### src/design/rbht_pkg.sv
// Shared widths, status codes and transfer types for the RNG buffer health test.
package rbht_pkg;

    localparam int MAX_BYTES = 4096;

    localparam int LEN_W  = $clog2(MAX_BYTES + 1);
    localparam int ONES_W = $clog2(8 * MAX_BYTES + 1);
    localparam int TR_W   = $clog2(8 * MAX_BYTES);
    localparam int CMP_W  = LEN_W + 3;

    localparam int STATUS_W     = 3;
    localparam int OUT_ONES_W   = 16;
    localparam int OUT_TR_W     = 15;
    localparam int OUT_LEN_W    = 13;
    localparam int OUT_FIELDS_W = STATUS_W + OUT_ONES_W + OUT_TR_W + OUT_LEN_W;
    localparam int OUT_DATA_W   = ((OUT_FIELDS_W + 7) / 8) * 8;

    localparam int MIN_LEN = 8;

    typedef enum logic [STATUS_W-1:0] {
        ST_PASS     = 3'd0,
        ST_STUCK    = 3'd1,
        ST_BIAS     = 3'd2,
        ST_TRANS    = 3'd3,
        ST_TOO_LONG = 3'd4
    } t_status;

    // per-byte figures from the bit counter
    typedef struct packed {
        logic [3:0] ones;
        logic [3:0] trans;
        logic       is_zero;
        logic       is_full;
        logic       last_bit;
    } t_byte_stats;

    typedef struct packed {
        t_status           status;
        logic [ONES_W-1:0] ones;
        logic [TR_W-1:0]   trans;
        logic [LEN_W-1:0]  len;
    } t_result;

endpackage

### src/design/rbht_byte_stats.sv
// Per-byte popcount, transition count and stuck-byte flags.
module rbht_byte_stats
    import rbht_pkg::*;
(
    input  logic [7:0]  i_data,
    input  logic        i_prev_bit,
    output t_byte_stats o_stats
);

    logic [3:0] w_ones;
    logic [3:0] w_trans;

    always_comb begin
        w_ones  = 4'd0;
        w_trans = {3'd0, i_data[0] ^ i_prev_bit};
        for (int j = 0; j < 8; j++) begin
            w_ones = w_ones + {3'd0, i_data[j]};
        end
        for (int j = 1; j < 8; j++) begin
            w_trans = w_trans + {3'd0, i_data[j] ^ i_data[j-1]};
        end
    end

    assign o_stats.ones     = w_ones;
    assign o_stats.trans    = w_trans;
    assign o_stats.is_zero  = (i_data == 8'h00);
    assign o_stats.is_full  = (i_data == 8'hFF);
    assign o_stats.last_bit = i_data[7];

endmodule

### src/design/rbht_counters.sv
// Buffer counters, length limit and end-of-buffer verdict.
module rbht_counters
    import rbht_pkg::*;
(
    input  logic       i_clk,
    input  logic       i_rst_n,
    input  logic       i_en,
    input  logic [7:0] i_data,
    input  logic       i_last,
    output t_result    o_result
);

    logic [LEN_W-1:0]  r_len,   n_len;
    logic [LEN_W-1:0]  r_zeros, n_zeros;
    logic [LEN_W-1:0]  r_fulls, n_fulls;
    logic [ONES_W-1:0] r_ones,  n_ones;
    logic [TR_W-1:0]   r_trans, n_trans;
    logic              r_prev,  n_prev;
    logic              r_ovf,   n_ovf;

    logic        w_prev_in;
    t_byte_stats w_stats;

    // first byte of a buffer has no earlier bit
    assign w_prev_in = (r_len == '0) ? i_data[0] : r_prev;

    rbht_byte_stats u_stats (
        .i_data     (i_data),
        .i_prev_bit (w_prev_in),
        .o_stats    (w_stats)
    );

    always_comb begin
        n_len   = r_len;
        n_zeros = r_zeros;
        n_fulls = r_fulls;
        n_ones  = r_ones;
        n_trans = r_trans;
        n_prev  = r_prev;
        n_ovf   = r_ovf;
        if (!r_ovf) begin
            if (r_len == LEN_W'(MAX_BYTES)) begin
                n_ovf = 1'b1;
            end else begin
                n_len   = r_len + LEN_W'(1);
                n_zeros = r_zeros + LEN_W'(w_stats.is_zero);
                n_fulls = r_fulls + LEN_W'(w_stats.is_full);
                n_ones  = r_ones + ONES_W'(w_stats.ones);
                n_trans = r_trans + TR_W'(w_stats.trans);
                n_prev  = w_stats.last_bit;
            end
        end
    end

    logic [LEN_W-1:0] w_half;
    logic [CMP_W-1:0] w_len_x, w_three, w_five, w_ones_x, w_trans_x;
    t_status          w_status;

    assign w_half    = n_len >> 1;
    assign w_len_x   = CMP_W'(n_len);
    assign w_three   = (w_len_x << 1) + w_len_x;
    assign w_five    = (w_len_x << 2) + w_len_x;
    assign w_ones_x  = CMP_W'(n_ones);
    assign w_trans_x = CMP_W'(n_trans);

    always_comb begin
        if (n_ovf) begin
            w_status = ST_TOO_LONG;
        end else if (n_len < LEN_W'(MIN_LEN)) begin
            w_status = ST_PASS;
        end else if (n_zeros > w_half || n_fulls > w_half) begin
            w_status = ST_STUCK;
        end else if (w_ones_x < w_three || w_ones_x > w_five) begin
            w_status = ST_BIAS;
        end else if (w_trans_x < w_three || w_trans_x > w_five - CMP_W'(2)) begin
            w_status = ST_TRANS;
        end else begin
            w_status = ST_PASS;
        end
    end

    assign o_result.status = w_status;
    assign o_result.ones   = n_ones;
    assign o_result.trans  = n_trans;
    assign o_result.len    = n_len;

    always_ff @(posedge i_clk) begin
        if (!i_rst_n || (i_en && i_last)) begin
            r_len   <= '0;
            r_zeros <= '0;
            r_fulls <= '0;
            r_ones  <= '0;
            r_trans <= '0;
            r_prev  <= 1'b0;
            r_ovf   <= 1'b0;
        end else if (i_en) begin
            r_len   <= n_len;
            r_zeros <= n_zeros;
            r_fulls <= n_fulls;
            r_ones  <= n_ones;
            r_trans <= n_trans;
            r_prev  <= n_prev;
            r_ovf   <= n_ovf;
        end
    end

endmodule

### config.mk
export PLATFORM = sky130hd
export DESIGN_NAME = rbht_counters
export DESIGN_NICKNAME = d
export VERILOG_FILES = /design/src/design/rbht_pkg.sv /design/src/design/rbht_byte_stats.sv /design/src/design/rbht_counters.sv
export SDC_FILE = /design/constraint.sdc
export NUM_CORES = 1
export LEC_CHECK = 0
export ABC_AREA = 1
export BUFFER_PORTS_ARGS = -buffer_cell sky130_fd_sc_hd__buf_4
export CAP_MARGIN = 40
export CORE_MARGIN = 1.5
export CORE_UTILIZATION = 60
export CTS_CLUSTER_DIAMETER = 120
export CTS_CLUSTER_SIZE = 24
export DETAILED_ROUTE_END_ITERATION = 16
export PLACE_DENSITY_LB_ADDON = 0.05
export SLEW_MARGIN = 20
export SYNTH_ARGS = -nofsm -noshare
export SYNTH_HDL_FRONTEND = slang
export SYNTH_HIERARCHICAL = 1
export SYNTH_SLANG_ARGS = --single-unit
### constraint.sdc
create_clock -name i_clk -period 22.1 [get_ports i_clk]
set_clock_uncertainty 0.2 [all_clocks]
set_input_delay 2.21 -clock i_clk [delete_from_list [all_inputs] [get_ports i_clk]]
set_output_delay 2.21 -clock i_clk [all_outputs]
set_load 0.005 [all_outputs]
# Word level (Yosys, flattened, before mapping)
# Cells that the tools add are included.
# Widths: inputs -> output; s select.
word_totals:
  register_bits: 72
  inputBits: 12
  wordCells: 75
op_classes:
  n_addsub: 22
  n_lt_le_gt_ge: 7
  eq_ne: 2
  muxes: 18
  bitwise_logic: 10
  n_reduce_logical: 9
ops:
  columns: ["cell", "count"]
  rows:
  - ["$mux 13", 6]
  - ["$add 4x1->4", 12]
  - ["$mux 16", 2]
  - ["$mux 15", 2]
  - ["$add 13x1->13", 2]
  - ["$gt 13x12->1", 2]
  - ["$add 15x13->16", 1]
  - ["$add 16x4->16", 1]
  - ["$gt 15x16->1", 1]
  - ["$gt 16x16->1", 1]
  - ["$lt 16x15->1", 1]
  - ["$sub 16x2->16 const B", 1]
  - ["$add 14x13->15", 1]
  - ["$add 15x4->15", 1]
  - ["$lt 15x15->1", 1]
  - ["$add 13x1->13 const B", 1]
  - ["$eq 13x13->1 const B", 1]
  - ["$logic_not 13->1", 1]
  - ["$lt 13x4->1 const B", 1]
  - ["$eq 8x8->1 const B", 1]
  - ["$logic_not 8->1", 1]
  - ["$mux 2", 4]
  - ["$xor 1x1->1", 8]
  - ["$add 1x1->2", 2]
  - ["7 further kinds", 13]

# Longest topological paths before layout
depth:
  depth_word: 20
  ltp_mapped: 44

# By module
# The synthesis kept the hierarchy.
by_module_without_submodules:
  columns: ["module", "instances", "cells_each", "area_per_inst_um2", "seq_area_each_um2"]
  rows:
  - ["rbht_counters", 1, 1113, 7723.7, 1441.4]
  - ["rbht_byte_stats", 1, 77, 539.3, 0.0]

# Worst setup path before layout
# No wires, ideal clock.
synth_path:
  path_kind: "in2out"
  startpoint: "input i_data[0]"
  endpoint: "output o_result[44] (netlist name)"
  arrival_ps: 7550
  required_ps: 19690
  slack_ps: 12140
  stages: 38
  n_path_buf: 0
  path_cell_list: "nor2_1 -> a21oi_1 -> inv_1 -> nand2_1 -> nand2_1 -> fa_1 -> inv_1 -> fa_1 -> inv_1 -> fa_1 -> ha_1 -> inv_1 -> fa_1 -> nand2_1 -> nand2_1 -> ha_1 -> nand3_1 -> and2_1 -> [2 not listed] -> nor2_1 -> nand2_1 -> inv_1 -> nand4_1 -> nor4_1 -> xnor2_1 -> inv_1 -> ha_1 -> nand2_1 -> o21ai_0 -> a21oi_1 -> nor2_1 -> o21ai_0 -> a32oi_1 -> nand3_2 -> nand2_2 -> nand3_2 -> a21oi_2"
synth_rtl:
  columns: ["item", "line", "text"]
  rows:
  - ["start: declaration", "rbht_counters.sv:8", "input logic [7:0] i_data,"]
  - ["end: declaration", "rbht_counters.sv:10", "output t_result o_result"]

==> reports/metrics.cfg <==
[hold_path]
min-delay-start=r_prev
whs_endpoint=r_prev
holdCritPathClass=reg -> reg
worstHoldPathCells=2

[drt]
routed-wl-met3_um=784
wl_met1_um=9900
ant_nets=0
drtPass1Iterations=4
highest_layer=met4
via_count=7849
drt-vias-per-instance=5.54
post_drt_wl_per_cell_um=15.4
routed_wl_um=21800
drc=0
drt_iter0_drc=480
routed-wl-met2_um=10400

[clock_network]
cts.clk_slew.worst_paths_ns=0.05
ctsHtreeMaxLevel=3
cts_setup_buffers=0
cts_hold_buf=0
cts_sinks=72
clkLatencyLatePin_ns=0.34
ctsLongestPathBuffers=2
cts_buffers=9
cts_tree=done
ctsResizeCount=0
cts-root-buf=clkbuf_16

[die]
rows=42
die_area_um2=14500
die-height_um=120
initial_core_util=0.619
chipWidth_um=120
coreArea_um2=13300
pin_count=59

[timing]
worst_pin_slew_ns=0.788
period_share=0.489
slew_violations=0
relSlewSlack=0.469
rsz0062_at_grt=false
hold_viol=0
min_period_ns=10.80
achievable-frequency_mhz=92.6
setup_ws_ns=11.30
finalSetupViolCount=0
fin_tns_setup_ns=0

[run_status]
outcome=finished, final reports clean

[logic_synthesis]
synth_edf_count=0
avgSynthCellArea_um2=6.94
synthDistinctLibCells=54
synth-main-ff-cell=dfxtp_1
synth_area_um2=8260
ys_warn_count=6
async_flop_share=0
ys_seq_area_frac=0.174
synth_nets=1348
syn_inst=1190
synth_seq_cells=72

[worst_setup_path]
crit_path_top_delay_cell=fa_1
r2r_cells=27
cp.required_ns=19.69
rr_endpoint=r_trans[8]
cp.arrival_ns=8.39
critical_path_class=in -> out
cp_max_fo=4
worst_path_largest_cell_delay_ns=0.53
rrSetupSlack_ns=16.01
endpoint_kind=output pin
path_common_cell=inv_1
critPathLaunchType=primary input
rr_startpoint=r_len[0]

[placed_design]
gp_congestion=0.926
post-place-ws_ns=11.44
port_buffers=58
hpwl_um=17200

[pwr]
p_sw_uw=257
sequentialPowerShare=0.234
p_total_uw=627
p_sw_frac=0.410
combPwrFrac=0.507
powerDensity_nw_per_um2=68.3
p_leak_uw=0.00473
irDropWorstVdd_uv=42.0
intPower_uw=370
clkPwrFrac=0.258

[cells_and_area]
syn2layout_area_growth_pct=11.1
final_common_cell=nand2_1
multi_input_comb_area_um2=5960
drive_gt1_frac=0.106
seqCellArea_um2=1440
fillers=1212
mostFrequentLayoutCells=nand2_1 (203), inv_1 (194), ha_1 (134)
nNetsFinal=1394
antenna-diode-count=0

[global_routing]
grt_overflow=0
antenna_found_initial=0
grt_max_degree=75
grt_pass1_wl_um=35200
track_usage=0.306
grt_pass1_vias=7448

[flow_run]
maxCapViolCount=0

-- worst max-delay path by stage --
stage,startpoint,to,slack (ns),cells past startpoint
global route,i_data[0],o_result[44],10.79,40
CTS,i_data[0],o_result[44],11.35,40
finish,i_data[0],o_result[44],11.30,40
global placement,i_data[0],o_result[44],11.57,40
floorplan,i_data[0],o_result[44],12.14,38
detailed placement,i_data[0],o_result[44],11.44,40
-- Yosys cell counts, types with 6 or more instances --
cell type	number	share of area
nand4_1	26	0.020
nand2_1	203	0.092
inv_1	194	0.088
nor3_1	17	0.010
xor2_1	56	0.059
nand3_1	51	0.031
o21ai_1	7	0.0042
clkbuf_1	22	0.010
nor2_1	71	0.032
inv_2	6	0.0027
xnor2_1	14	0.015
o21ai_0	96	0.058
a21oi_1	116	0.070
dfxtp_1	72	0.17
fa_1	12	0.029
nand3b_1	6	0.0055
ha_1	134	0.20
a211oi_1	6	0.0055
nand2_2	10	0.0076
-- stage by stage --
stage / area [µm²] / hold slack, ns / util / cells
2_1_floorplan: 8260 / 0.230 / - / 1190
3_3_place_gp: 8820 / 0.254 / 0.661 / 1399
3_5_place_dp: 8850 / 0.252 / 0.663 / 1401
4_1_cts: 9180 / 0.259 / 0.688 / 1417
5_1_grt: 9180 / 0.291 / 0.688 / 1417
6_report: 9180 / 0.260 / 0.688 / 1417
-- registers in the layout (all words and copies together), names as in the netlist --
signal,count
r_len,13
r_ovf,1
r_ones,16
r_zeros,13
r_prev,1
r_fulls,13
r_trans,15
-- critical path: cells and delay by family --
| family | cells | cell delay [ns] |
|---|---|---|
| and+or+nand+nor | 16 | 1.62 |
| adders and majority gates | 7 | 2.74 |
| AOI/OAI and AO/OA | 7 | 0.90 |
| xor gates and xnor gates | 1 | 0.19 |
| buffers and inverters | 9 | 0.73 |
-- power groups by stage --
stage | registers, µW | clock network [µW] | logic (µW)
finish | 147 | 162 | 318
global route | 148 | 169 | 362
CTS | 147 | 164 | 318
detailed placement | 149 | 0 | 315
global placement | 149 | 0 | 310
floorplan | 148 | 0 | 215
-- kinds of logic (layout without fill, tap and decap cells) --
logic type / after synthesis / count (layout) / share of synthesized area
flip-flops: 72 / 72 / 0.174
adder cells (fa/ha/maj): 146 / 146 / 0.232
XOR/XNOR: 74 / 74 / 0.0862
buffers and inverters: 227 / 278 / 0.104
AO/OA/AOI/OAI: 253 / 253 / 0.167
AND/OR/NAND/NOR: 418 / 418 / 0.237
-- area by class of cell --
cell class / instances / share of cell area
multi-input cells: 891 / 0.649
repair buffers: 62 / 0.0515
clock inverters: 5 / 0.00859
flip-flops and latches: 72 / 0.157
clock buffers: 11 / 0.0275
well taps: 176 / 0.0240
inverters: 200 / 0.0818
-- layer usage --
layer,up-vias,track usage
li1,4043,-
met5,-,0
met1,3594,0.382
met3,41,0.0278
met4,0,0.114
met2,171,0.547
(Power assumes the default switching activity.)
